<file path="src/rtl/core/pidaw_pkg.sv">
// ----------------------------------------------------------------------------
// pidaw_pkg
// Shared types, register codes and saturating fixed-point helpers for the
// PID controller with conditional-integration anti-windup.
// ----------------------------------------------------------------------------
package pidaw_pkg;

  localparam int DataWidth   = 32;
  localparam int FracBits    = 16;
  localparam int PoleWidth   = 16;
  localparam int AddrWidth   = 5;
  localparam int RegIdxWidth = 3;
  localparam int ApbWidth    = 32;

  localparam logic [RegIdxWidth-1:0] RegPropGain     = 3'd0;
  localparam logic [RegIdxWidth-1:0] RegIntegralGain = 3'd1;
  localparam logic [RegIdxWidth-1:0] RegDerivPole    = 3'd2;
  localparam logic [RegIdxWidth-1:0] RegDerivGain    = 3'd3;
  localparam logic [RegIdxWidth-1:0] RegOutMin       = 3'd4;
  localparam logic [RegIdxWidth-1:0] RegOutMax       = 3'd5;

  typedef logic signed [DataWidth-1:0] word_t;

  localparam word_t WordMax = {1'b0, {(DataWidth-1){1'b1}}};
  localparam word_t WordMin = {1'b1, {(DataWidth-1){1'b0}}};

  localparam logic signed [2*DataWidth-1:0] RoundBias =
      {{(2*DataWidth-FracBits){1'b0}}, {FracBits{1'b1}}};

  typedef struct packed {
    word_t                measurement;
    word_t                setpoint;
    logic                 auto_mode;
    word_t                manual_drive;
    logic                 freeze_high;
    logic                 freeze_low;
  } in_item_t;

  typedef struct packed {
    word_t                control_value;
    logic                 saturated_high;
    logic                 saturated_low;
    logic                 flags_changed;
  } out_item_t;

  typedef struct packed {
    word_t                prop_gain;
    word_t                integral_gain;
    logic [PoleWidth-1:0] deriv_pole;
    word_t                deriv_gain;
    word_t                out_min;
    word_t                out_max;
  } cfg_t;

  function automatic word_t sat_add(word_t a, word_t b);
    logic signed [DataWidth:0] s;
    s = {a[DataWidth-1], a} + {b[DataWidth-1], b};
    if (s[DataWidth] != s[DataWidth-1]) begin
      sat_add = s[DataWidth] ? WordMin : WordMax;
    end else begin
      sat_add = s[DataWidth-1:0];
    end
  endfunction

  function automatic word_t sat_sub(word_t a, word_t b);
    logic signed [DataWidth:0] s;
    s = {a[DataWidth-1], a} - {b[DataWidth-1], b};
    if (s[DataWidth] != s[DataWidth-1]) begin
      sat_sub = s[DataWidth] ? WordMin : WordMax;
    end else begin
      sat_sub = s[DataWidth-1:0];
    end
  endfunction

  // Exact product, truncate toward zero by FracBits, saturate to the word.
  function automatic word_t fix_mul(word_t a, word_t b);
    logic signed [2*DataWidth-1:0]          p;
    logic signed [2*DataWidth-1:0]          pr;
    logic        [DataWidth-FracBits:0]     hi;
    p  = a * b;
    pr = p[2*DataWidth-1] ? (p + RoundBias) : p;
    hi = pr[2*DataWidth-1:DataWidth+FracBits-1];
    if ((&hi) || (~|hi)) begin
      fix_mul = pr[DataWidth+FracBits-1:FracBits];
    end else begin
      fix_mul = pr[2*DataWidth-1] ? WordMin : WordMax;
    end
  endfunction

endpackage

</file>
<file path="src/rtl/core/pidaw_cfg_regs.sv">
// ----------------------------------------------------------------------------
// pidaw_cfg_regs
// APB-style register file holding gains, derivative pole and output limits.
// ----------------------------------------------------------------------------
module pidaw_cfg_regs (
  input  logic                          clk_i,
  input  logic                          rst_ni,
  input  logic                          psel,
  input  logic                          penable,
  input  logic                          pwrite,
  input  logic [pidaw_pkg::AddrWidth-1:0] paddr,
  input  logic [pidaw_pkg::ApbWidth-1:0]  pwdata,
  output logic [pidaw_pkg::ApbWidth-1:0]  prdata,
  output logic                          pready,
  output pidaw_pkg::cfg_t               cfg_o
);

  pidaw_pkg::cfg_t                     cfg_q;
  logic [pidaw_pkg::RegIdxWidth-1:0]   reg_idx;
  logic                                wr_en;

  assign reg_idx = paddr[pidaw_pkg::AddrWidth-1:2];
  assign wr_en   = psel && penable && pwrite;
  assign pready  = 1'b1;

  always_ff @(posedge clk_i or negedge rst_ni) begin
    if (!rst_ni) begin
      cfg_q.prop_gain     <= '0;
      cfg_q.integral_gain <= '0;
      cfg_q.deriv_pole    <= '0;
      cfg_q.deriv_gain    <= '0;
      cfg_q.out_min       <= pidaw_pkg::WordMin;
      cfg_q.out_max       <= pidaw_pkg::WordMax;
    end else if (wr_en) begin
      case (reg_idx)
        pidaw_pkg::RegPropGain:     cfg_q.prop_gain     <= pwdata;
        pidaw_pkg::RegIntegralGain: cfg_q.integral_gain <= pwdata;
        pidaw_pkg::RegDerivPole:    cfg_q.deriv_pole    <= pwdata[pidaw_pkg::PoleWidth-1:0];
        pidaw_pkg::RegDerivGain:    cfg_q.deriv_gain    <= pwdata;
        pidaw_pkg::RegOutMin:       cfg_q.out_min       <= pwdata;
        pidaw_pkg::RegOutMax:       cfg_q.out_max       <= pwdata;
        default: ;
      endcase
    end
  end

  always_comb begin
    case (reg_idx)
      pidaw_pkg::RegPropGain:     prdata = cfg_q.prop_gain;
      pidaw_pkg::RegIntegralGain: prdata = cfg_q.integral_gain;
      pidaw_pkg::RegDerivPole:
        prdata = {{(pidaw_pkg::ApbWidth-pidaw_pkg::PoleWidth){1'b0}}, cfg_q.deriv_pole};
      pidaw_pkg::RegDerivGain:    prdata = cfg_q.deriv_gain;
      pidaw_pkg::RegOutMin:       prdata = cfg_q.out_min;
      pidaw_pkg::RegOutMax:       prdata = cfg_q.out_max;
      default:                    prdata = '0;
    endcase
  end

  assign cfg_o = cfg_q;

endmodule

</file>
<file path="config.mk">
export PLATFORM = sky130hd
export DESIGN_NAME = pidaw_cfg_regs
export DESIGN_NICKNAME = d
export VERILOG_FILES = /design/src/rtl/core/pidaw_pkg.sv /design/src/rtl/core/pidaw_cfg_regs.sv
export SDC_FILE = /design/constraint.sdc
export NUM_CORES = 1
export LEC_CHECK = 0
export ABC_AREA = 0
export ABC_CLOCK_PERIOD_IN_PS = 2300
export BUFFER_PORTS_ARGS = -buffer_cell sky130_fd_sc_hd__buf_2
export CORE_MARGIN = 1
export CORE_UTILIZATION = 50
export DETAILED_ROUTE_END_ITERATION = 6
export PLACE_DENSITY = 0.75
export SLEW_MARGIN = 5
export SYNTH_ARGS = -nofsm -noshare
export SYNTH_HDL_FRONTEND = slang
export SYNTH_SLANG_ARGS = --single-unit
</file>
<file path="constraint.sdc">
create_clock -name clk_i -period 2.3 [get_ports clk_i]
set_input_delay 0.115 -clock clk_i [delete_from_list [all_inputs] [get_ports clk_i]]
set_output_delay 0.115 -clock clk_i [all_outputs]
set_load 0.02 [all_outputs]
</file>
After elaboration in Yosys (flattened, before gate mapping)

Index checks and enable logic that the tools add are counted.

Output and inout bits: 209
Bits in registers: 176

Reduce and logical (&&, ||, !) cells: 9
Mux-type cells: 1
Eq/ne operators: 5

Operators by type and width:

| cell                                                                   | count |
|---|---|
| 32-bit one-hot mux with 6 select lines                                 | 1 |
| 2-bit AND reduction                                                    | 6 |
| 3-bit by 2-bit equality test with 1-bit output (second input constant) | 2 |
| 3-bit equality test (second input constant)                            | 2 |
| 3-bit by 1-bit equality test with 1-bit output (second input constant) | 1 |
| 3-bit logical NOT                                                      | 1 |
| 1-bit logical AND                                                      | 2 |

Logic depth before layout (Yosys ltp)

Gate-level depths: netlist of the first run.

Depth after elaboration: 3
Depth in mapped cells: 6
Gate-level depth less buffers: 3

Worst setup path after synthesis of the first run

No wires, ideal clock.

Kind: input to output
Start point: input port paddr[2] (netlist bit)
End point: output port prdata[18] (netlist bit)
Data required time: 2185 ps
Arrival time: 1298 ps
Setup slack: 887 ps
Stages: 5
Path through: buf_2 buf_2 buf_4 a22oi_1 o21ai_0

Longest elaborated chain between the ends: 2

RTL lines:

| what                                        | RTL line             | source |
|---|---|---|
| start: declaration                          | pidaw_cfg_regs.sv:11 | `input logic [pidaw_pkg::AddrWidth-1:0] paddr,` |
| 3-bit equality test (tied with other cells) | pidaw_cfg_regs.sv:48 | `case (reg_idx)` |
| 32-bit one-hot mux with 6 select lines (*)  | pidaw_cfg_regs.sv:48 |  |
| end: declaration                            | pidaw_cfg_regs.sv:13 | `output logic [pidaw_pkg::ApbWidth-1:0] prdata,` |

Every way passes the cells marked *; elsewhere a longest branch is shown, timed or not.

Final worst setup path of the first run

Start point: input port paddr[4] (netlist bit)
End point: output port prdata[4] (netlist bit)

Same word-level chain as after synthesis.

==> impl_metrics.yaml, run 1 <==
outcome:
  status: "finished clean"
clock_tree:
  cts_tree: "done"
  cts.clk_slew.worst_paths_ps: 70
  cts_sinks: 176
  cts_max_path_buffers: 2
  cts_setup_buffers: 0
  insertion_delay_ps: 410
  cts_root_buf: "clkbuf_16"
  cts_max_level: 4
  cts_buffers: 17
floorplan:
  dieHeight_um: 130
  core-area_um2: 15900
  rows: 46
  die_area_um2: 16900
  num_io_pins: 251
  start_util: 0.514
  die_w_um: 130
place:
  place_worst_setup_slack_ps: 416
  place_congestion: 0.797
  port_buffers: 247
  dpl_cell_area_um2: 9710
  hpwl_mm: 15.7
  dp_cells: 1021
worst_setup_path:
  cp_data_required_time_ps: 2180
  crit_path_start_kind: "primary input"
  cp_num_buf_inv: 4
  cp_max_fo: 15
  arrival_ps: 1690
  crit_type: "primary input to primary output"
  cp_cell_sequence: "buf_2 > buf_4 > nor2b_2 > buf_12 > a221oi_1 > a31oi_1 > buf_2"
  path_common_cell: "buf_2"
  path_delay_family: "buffers and inverters"
  cp_slowest_cell: "nor2b_2"
  critPathMaxStageDelay_ps: 370
  critPathCaptureType: "primary output"
drt:
  ant_nets: 0
  dr.pass1.iters: 4
  vias: 6128
  vias_per_cell: 5.65
  drt_iter0_markers: 322
  post-route-drc-count: 0
  wire_per_inst_um: 21.2
  drt-total-wl_mm: 23.0
finish:
  drive_above_1_share: 0.554
  largest_register_ffs: 176
  antenna_cells: 0
  nets: 899
  fin_util: 0.669
  final_cell_area_um2: 10700
  final_cells: 1085
  areaGrowthSynthToFinish_pct: 30.2
synth:
  synth_top_area_frac: 0.440
  syn_inst: 570
  synth_top_cell_by_area: "dfrtp_1"
  seq_area_frac_synth: 0.543
  synth-main-ff-cell: "dfrtp_1"
  synthesis.area_um2: 8190
  syn_area_per_cell_um2: 14.4
  async_reset_ff_frac: 1.00
  synth.area.top_cells: "dfrtp_1 (44%), mux2_2 (17%), dfstp_2 (10%), mux2_1 (10%), mux2i_1 (5.5%)"
  yosysWarnings: 0
  synth_edf_count: 0
  syn_nets: 612
  ys_seq_elements: 176
  yosysUniqueCellTypes: 33
sta:
  worst_pin_slew_ps: 751
  period_share: 0.783
  slew_violations: 0
  setup_viol: 0
  worst_slack_ps: 498
  skew_ps: 0
  whs_ps: 200
  finalSetupTns_ps: 0
  max_freq_ghz: 0.555
  post-route-min-period_ps: 1800
  rsz0062_at_grt: "no"
  hold_viol: 0
  slew_headroom: 0.497
job:
  cap_violations: 0
power_and_ir_drop:
  p_leak_nw: 5.36
  power.total_mw: 10.2
  ir_worst_vdd_mv: 0.548
  cellPowerDensity_nw_per_um2: 956
worst_hold_path:
  hp-class: "primary input to async pin"
global_routing:
  grt_pass1_wl_mm: 34.9
  grt_max_degree: 53
  grt-ovfl-total: 0
  grt_use_total: 0.278
  grt_pass1_vias: 6222
  antenna_found_initial: 0
[logic make-up (layout without fill, tap and decap cells)]
group | after synthesis | in the layout | share of synthesized area
flip-flops | 176 | 176 | 0.543
buffers and inverters | 42 | 341 | 0.0361
AND/OR/NAND/NOR | 47 | 47 | 0.0353
AO/OA/AOI/OAI | 60 | 60 | 0.0568
other | 1 | 1 | 0.000458
multiplexers | 244 | 244 | 0.329
[synthesized netlist by cell type, types with 2 or more instances]
cell type,instances
a31oi_1,4
clkbuf_1,4
mux2_2,125
a2bb2oi_1,5
a32oi_1,9
mux2i_1,45
dfstp_2,32
o22ai_1,9
nor2_4,3
nand2_1,26
a221oi_1,4
inv_1,2
dfrtp_1,144
o221ai_1,12
nor2_8,2
nor2_1,7
buf_2,14
o21ai_0,2
buf_4,10
mux2_1,74
a21oi_1,5
buf_6,11
nor2b_1,3
a31o_2,9
[final timing paths]
| path | from | endpoint | slack (ps) | depth (start not counted) |
|---|---|---|---|---|
| max in group asynchronous | rst_ni | cfg_o[11]$_DFFE_PN1P_ | 1310 | 3 |
| setup / recovery | paddr[4] | prdata[4] | 500 | 7 |
| setup reg to reg | cfg_o[174]$_DFFE_PN0P_ | cfg_o[174]$_DFFE_PN0P_ | 1460 | 1 |
| min in group clk_i | penable | cfg_o[96]$_DFFE_PN0P_ | 280 | 4 |
| hold reg to reg | cfg_o[175]$_DFFE_PN0P_ | cfg_o[175]$_DFFE_PN0P_ | 500 | 1 |
| hold / removal | rst_ni | cfg_o[100]$_DFFE_PN0P_ | 200 | 2 |
[placed cells by master (no fill, tap or decap), drive strengths merged, types with 3 or more instances in the layout]
cell type | Yosys | routed
buf | 36 | 275
mux2 | 199 | 199
dfrtp | 144 | 144
mux2i | 45 | 45
dlygate4sd3 | 0 | 33
dfstp | 32 | 32
nand2 | 26 | 26
clkbuf | 4 | 23
nor2 | 13 | 13
o221ai | 12 | 12
a32oi | 9 | 9
o22ai | 9 | 9
a31o | 9 | 9
a21oi | 5 | 5
a2bb2oi | 5 | 5
a221oi | 4 | 4
a31oi | 4 | 4
bufinv | 0 | 3
nor2b | 3 | 3
clkinv | 0 | 3
[area by class of cell]
class / count / area, um^2
clock buffer: 23 / 498
clock inverter: 8 / 128
fill: 1168 / 5280
inverter: 2 / 7.51
multi-input combinational: 352 / 3460
sequential: 176 / 4440
tap: 216 / 270
timing repair buffer: 308 / 1860
[power breakdown]
part	switching [mW]	leakage (nW)	total (mW)	internal [mW]
sequential	0.476	2.18	4.26	3.79
combinational	1.73	2.88	2.90	1.18
clock	1.17	0.301	3.02	1.85
total	3.37	5.36	10.2	6.82
[layer usage]
| metal | GRT usage | vias up | share of wire |
|---|---|---|---|
| met5 | 0 | - | 0 |
| met4 | 0.117 | 0 | 0.026 |
| met3 | 0.0668 | 52 | 0.065 |
| met2 | 0.463 | 271 | 0.50 |
| met1 | 0.348 | 3121 | 0.41 |
| li1 | - | 2684 | - |
[what timing repair did]
| item | CTS | global route |
|---|---|---|
| hold buffers | 33 | 0 |
| endpoints found under the hold margin | 180 | 0 |
| gates resized for setup | 0 | 0 |
(Power assumes the default switching activity.)
==> run 2: changes to the inputs <==
--- a/config.mk
+++ b/config.mk
@@ -6,7 +6,7 @@
 export NUM_CORES = 1
 export LEC_CHECK = 0
 export ABC_AREA = 0
-export ABC_CLOCK_PERIOD_IN_PS = 2300
+export ABC_CLOCK_PERIOD_IN_PS = 1800
 export BUFFER_PORTS_ARGS = -buffer_cell sky130_fd_sc_hd__buf_2
 export CORE_MARGIN = 1
 export CORE_UTILIZATION = 50
==> constraint.sdc (replaced) <==
create_clock -name clk_i -period 1.8 [get_ports clk_i]
set_input_delay 0.09 -clock clk_i [delete_from_list [all_inputs] [get_ports clk_i]]
set_output_delay 0.09 -clock clk_i [all_outputs]
set_load 0.02 [all_outputs]
==> run 2 against run 1 <==
  * Utilization up 0.73 points
  * Highest routed layer unchanged
  * Wire length up 0.50%
  * Cell count up 0.65%
==> impl_metrics.yaml, run 2 (same netlist as run 1, synthesis figures left out) <==
outcome:
  status: "finished clean"
drt:
  vias_per_cell: 5.61
  drt-total-wl_mm: 23.1
  wire_per_inst_um: 21.1
  post-route-drc-count: 0
  vias: 6123
  dr.pass1.iters: 5
  ant_nets: 0
  drt_iter0_markers: 324
floorplan:
  die_area_um2: 16900
  num_io_pins: 251
  dieHeight_um: 130
  core-area_um2: 15900
  start_util: 0.514
  rows: 46
  die_w_um: 130
finish:
  nets: 905
  antenna_cells: 0
  n_fill_cell: 1150
  mostFrequentLayoutCell: "buf_2"
  areaGrowthSynthToFinish_pct: 31.7
  drive_above_1_share: 0.557
  largest_register_ffs: 176
  layout_common_cells: "buf_2 (245), dfrtp_1 (144), mux2_2 (125), mux2_1 (74), mux2i_1 (45)"
clock_tree:
  cts_buffers: 17
  cts_tree: "done"
  cts_sinks: 176
  cts_root_buf: "clkbuf_16"
  cts_max_path_buffers: 2
  cts_setup_buffers: 0
  insertion_delay_ps: 430
  cts_max_level: 4
  cts.clk_slew.worst_paths_ps: 70
sta:
  max_freq_ghz: 0.583
  post-route-min-period_ps: 1720
  setup_viol: 0
  skew_ps: 0
  slew_headroom: 0.624
  slew_violations: 0
  hold_viol: 0
  worst_pin_slew_ps: 564
  rsz0062_at_grt: "no"
  period_share: 0.953
  finalSetupTns_ps: 0
  worst_slack_ps: 84.0
place:
  hpwl_mm: 16.0
  place_congestion: 0.835
  place_worst_setup_slack_ps: 123
  port_buffers: 247
worst_setup_path:
  cp_data_required_time_ps: 1710
  critPathCaptureType: "primary output"
  arrival_ps: 1630
  crit_path_start_kind: "flop"
  cp_max_fo: 3
  crit_type: "flop to primary output"
power_and_ir_drop:
  p_leak_nw: 5.40
  power.total_mw: 12.9
  cellPowerDensity_nw_per_um2: 1200
  ir_worst_vdd_mv: 0.642
worst_hold_path:
  hp-class: "primary input to async pin"
global_routing:
  grt-ovfl-total: 0
  grt_pass1_vias: 6366
  grt_max_degree: 49
  antenna_found_initial: 0
  grt_use_total: 0.281
  grt_pass1_wl_mm: 35.2
job:
  cap_violations: 0
run 2: cell count changes in the layout (fill, tap and decap cells not counted), sizes merged:
| cell | delta |
|---|---|
| bufinv | -1 |
| clkinvlp | -1 |
| inv | +3 |
| clkbuf | -2 |
| clkinv | +2 |
| buf | +6 |
run 2: final timing paths:
path	depth (start not counted)	startpoint	to	slack (ps)
worst min-delay path	2	rst_ni	cfg_o[100]$_DFFE_PN0P_	170
worst min register to register	1	cfg_o[166]$_DFFE_PN0P_	cfg_o[166]$_DFFE_PN0P_	510
min in group clk_i	4	penable	cfg_o[96]$_DFFE_PN0P_	260
max in group asynchronous	3	rst_ni	cfg_o[13]$_DFFE_PN1P_	920
worst max register to register	1	cfg_o[142]$_DFFE_PN0P_	cfg_o[142]$_DFFE_PN0P_	980
worst max-delay path	4	cfg_o[47]$_DFFE_PN0P_	prdata[15]	80
run 2: layer usage:
layer  share of wire  track usage  vias up
li1                -            -     2699
met1            0.42        0.349     3142
met2            0.49        0.473      235
met3           0.059       0.0648       47
met4           0.027        0.121        0
met5               0            0        -
run 2: final cells by class:
cell class | instances | area (um^2) | share of cell area
sequential | 176 | 4440 | 0.412
multi-input combinational | 352 | 3460 | 0.321
timing repair buffer | 314 | 2010 | 0.186
clock buffer | 21 | 470 | 0.0436
tap | 216 | 270 | 0.0251
clock inverter | 11 | 126 | 0.0117
inverter | 2 | 7.51 | 0.000696
run 2: where the power goes:
group          total (mW)  internal (mW)  switching (mW)
clock network        3.73           2.17            1.56
logic                3.73           1.52            2.21
registers            5.46           4.84           0.617
total                12.9           8.53            4.39
run 2: critical path, stage by stage, from the launching register on:
cell      delay, ps
dfrtp_1         390
mux2_2          270
a32oi_1         210
o221ai_1        140
buf_2           190
run 2: through the flow:
step	instances	hold slack, ps	utilization	area (um^2)
floorplan	570	-206	-	8190
global placement	1027	59.3	0.618	9850
detailed placement	1027	65.0	0.618	9850
CTS	1092	179	0.676	10800
global route	1092	211	0.676	10800
finish	1092	169	0.676	10800
run 2: repair_timing:
| item | CTS | global route |
|---|---|---|
| hold buffers | 33 | 0 |
| resized for setup | 0 | 0 |
| hold endpoints to repair | 243 | 0 |
| endpoints found under the setup margin | 0 | 0 |
==> run 3: changes to the inputs <==
--- a/config.mk
+++ b/config.mk
@@ -8,11 +8,11 @@
 export ABC_AREA = 0
 export ABC_CLOCK_PERIOD_IN_PS = 1800
 export BUFFER_PORTS_ARGS = -buffer_cell sky130_fd_sc_hd__buf_2
-export CORE_MARGIN = 1
+export CORE_MARGIN = 2
 export CORE_UTILIZATION = 50
 export DETAILED_ROUTE_END_ITERATION = 6
-export PLACE_DENSITY = 0.75
-export SLEW_MARGIN = 5
+export PLACE_DENSITY = 0.78
+export SLEW_MARGIN = 20
 export SYNTH_ARGS = -nofsm -noshare
 export SYNTH_HDL_FRONTEND = slang
 export SYNTH_SLANG_ARGS = --single-unit
==> run 3 against run 2 <==
  * Total power down 0.74%
  * Setup slack better by 2.1 ps
  * Via count down 0.59%
  * Clock-buffer cell count up 2
  * Cell count down 0.18%
  * Sequential cell count unchanged
  * Maximum frequency up 0.12%
  * Non-clock buffer count down 3
  * Clock power down 3%
  * Critical path type unchanged
==> impl_metrics.yaml, run 3 (same netlist as run 1, synthesis figures left out) <==
outcome:
  status: "finished clean"
global_routing:
  grt_max_degree: 57
  grt-busiest-layer: "met2"
  grt_use_met3: 0.0796
  gr-usage-met2: 0.445
  grt_pass1_vias: 6418
  grtUsageMet1: 0.333
  grt_pass1_wl_mm: 36.3
  antenna_found_initial: 1
  grt_use_total: 0.269
  grt-ovfl-total: 0
sta:
  worst_pin_slew_ps: 912
  slew_headroom: 0.391
  setup_viol: 0
  period_share: 0.952
  post-route-min-period_ps: 1710
  skew_ps: 0
  hold_viol: 0
  finalSetupTns_ps: 0
  max_freq_ghz: 0.583
  slew_violations: 0
  rsz0062_at_grt: "no"
  worst_slack_ps: 86.1
power_and_ir_drop:
  power_frac_seq: 0.424
  p_leak_nw: 5.37
  combPwrFrac: 0.293
  cellPowerDensity_nw_per_um2: 1190
  p_sw_frac: 0.336
  ir_worst_vdd_mv: 0.669
  switchingPower_mw: 4.31
  power_frac_clock: 0.283
  p_int_mw: 8.51
finish:
  largest_register_ffs: 176
  areaGrowthSynthToFinish_pct: 31.2
  nets: 902
  drive_above_1_share: 0.558
  mostFrequentLayoutCell: "buf_2"
  layout_common_cells: "buf_2 (245), dfrtp_1 (144), mux2_2 (125), mux2_1 (74), mux2i_1 (45)"
worst_setup_path:
  regToRegSetupSlack_ps: 980
  cp_max_fo: 3
  cp_data_required_time_ps: 1710
  crit-reg2reg-launch: "cfg_o[138]$_DFFE_PN0P_"
  critPathCaptureType: "primary output"
  reg2reg_depth: 1
  startpoint: "cfg_o[148]$_DFFE_PN0P_"
  r2r-end: "cfg_o[138]$_DFFE_PN0P_"
  arrival_ps: 1620
  crit_type: "flop to primary output"
  crit_path_start_kind: "flop"
place:
  place_congestion: 0.839
  hpwl_mm: 15.9
  place_worst_setup_slack_ps: 161
  port_buffers: 247
clock_tree:
  cts.clk_slew.worst_paths_ps: 60
  cts_max_path_buffers: 2
  cts_root_buf: "clkbuf_16"
  cts_max_level: 4
  cts_buffers: 17
  cts_setup_buffers: 0
  cts_sinks: 176
  insertion_delay_ps: 410
  cts_tree: "done"
drt:
  wire_per_inst_um: 21.3
  dr.pass1.iters: 4
  vias: 6087
  post-route-drc-count: 0
  vias_per_cell: 5.58
  ant_nets: 0
  drt-total-wl_mm: 23.2
  drt_iter0_markers: 255
floorplan:
  rows: 46
  dieHeight_um: 132
  core-area_um2: 15900
  die_area_um2: 17400
  start_util: 0.514
  num_io_pins: 251
  die_w_um: 132
worst_hold_path:
  hp-class: "primary input to async pin"
job:
  cap_violations: 0
-- run 3: metrics by stage --
step	cells	power, mW	cell area, um^2	hold slack (ps)	util
final	1090	12.8	10700	170	0.674
after global routing	1090	13.4	10700	205	0.674
after CTS	1089	12.9	10700	180	0.673
after detailed placement	1024	9.19	9810	55.3	0.615
after global placement	1024	9.03	9810	44.9	0.615
after floorplan	570	7.66	8190	-206	-
-- run 3: power by group through the flow --
stage                     Clock [mW]  Sequential [mW]  Combinational (mW)
after floorplan                    0             6.37                1.29
after global placement             0             5.41                3.62
after detailed placement           0             5.49                3.70
after CTS                       3.70             5.42                3.77
after global routing            3.88             5.54                3.98
final                           3.63             5.44                3.75
-- run 3: worst max path at each step --
| stage | slack (ps) | cells past startpoint | to |
|---|---|---|---|
| final | 90 | 4 | prdata[4] |
| after CTS | 60 | 4 | prdata[5] |
| after global routing | 20 | 4 | prdata[4] |
| after detailed placement | 160 | 5 | prdata[3] |
| after floorplan | 440 | 5 | prdata[18] |
| after global placement | 220 | 5 | cfg_o[161]$_DFFE_PN0P_ |
-- run 3: final cells by class --
| type | count | area (um^2) |
|---|---|---|
| clock buffer | 23 | 478 |
| fill | 1169 | 5190 |
| clock inverter | 9 | 109 |
| timing repair buffer | 311 | 1960 |
| antenna | 1 | 2.50 |
| tap | 216 | 270 |
| sequential | 176 | 4440 |
| inverter | 2 | 7.51 |
| multi-input combinational | 352 | 3480 |
-- run 3: timing repair --
action,CTS,global route
endpoints found under the setup margin,0,3
gates resized for setup,0,3
hold buffers,33,0
hold endpoints to repair,222,0
-- run 3: routing by layer --
metal	part of all wire	up-vias
li1	-	2702
met1	0.40	3111
met2	0.51	246
met3	0.076	28
met4	0.019	0
met5	0	-
-- run 3: worst max-delay path: stages, from the launching register on --
cell      delay, ps
dfrtp_1         400
mux2_2          290
a221oi_2        260
a31oi_1          70
buf_2           190
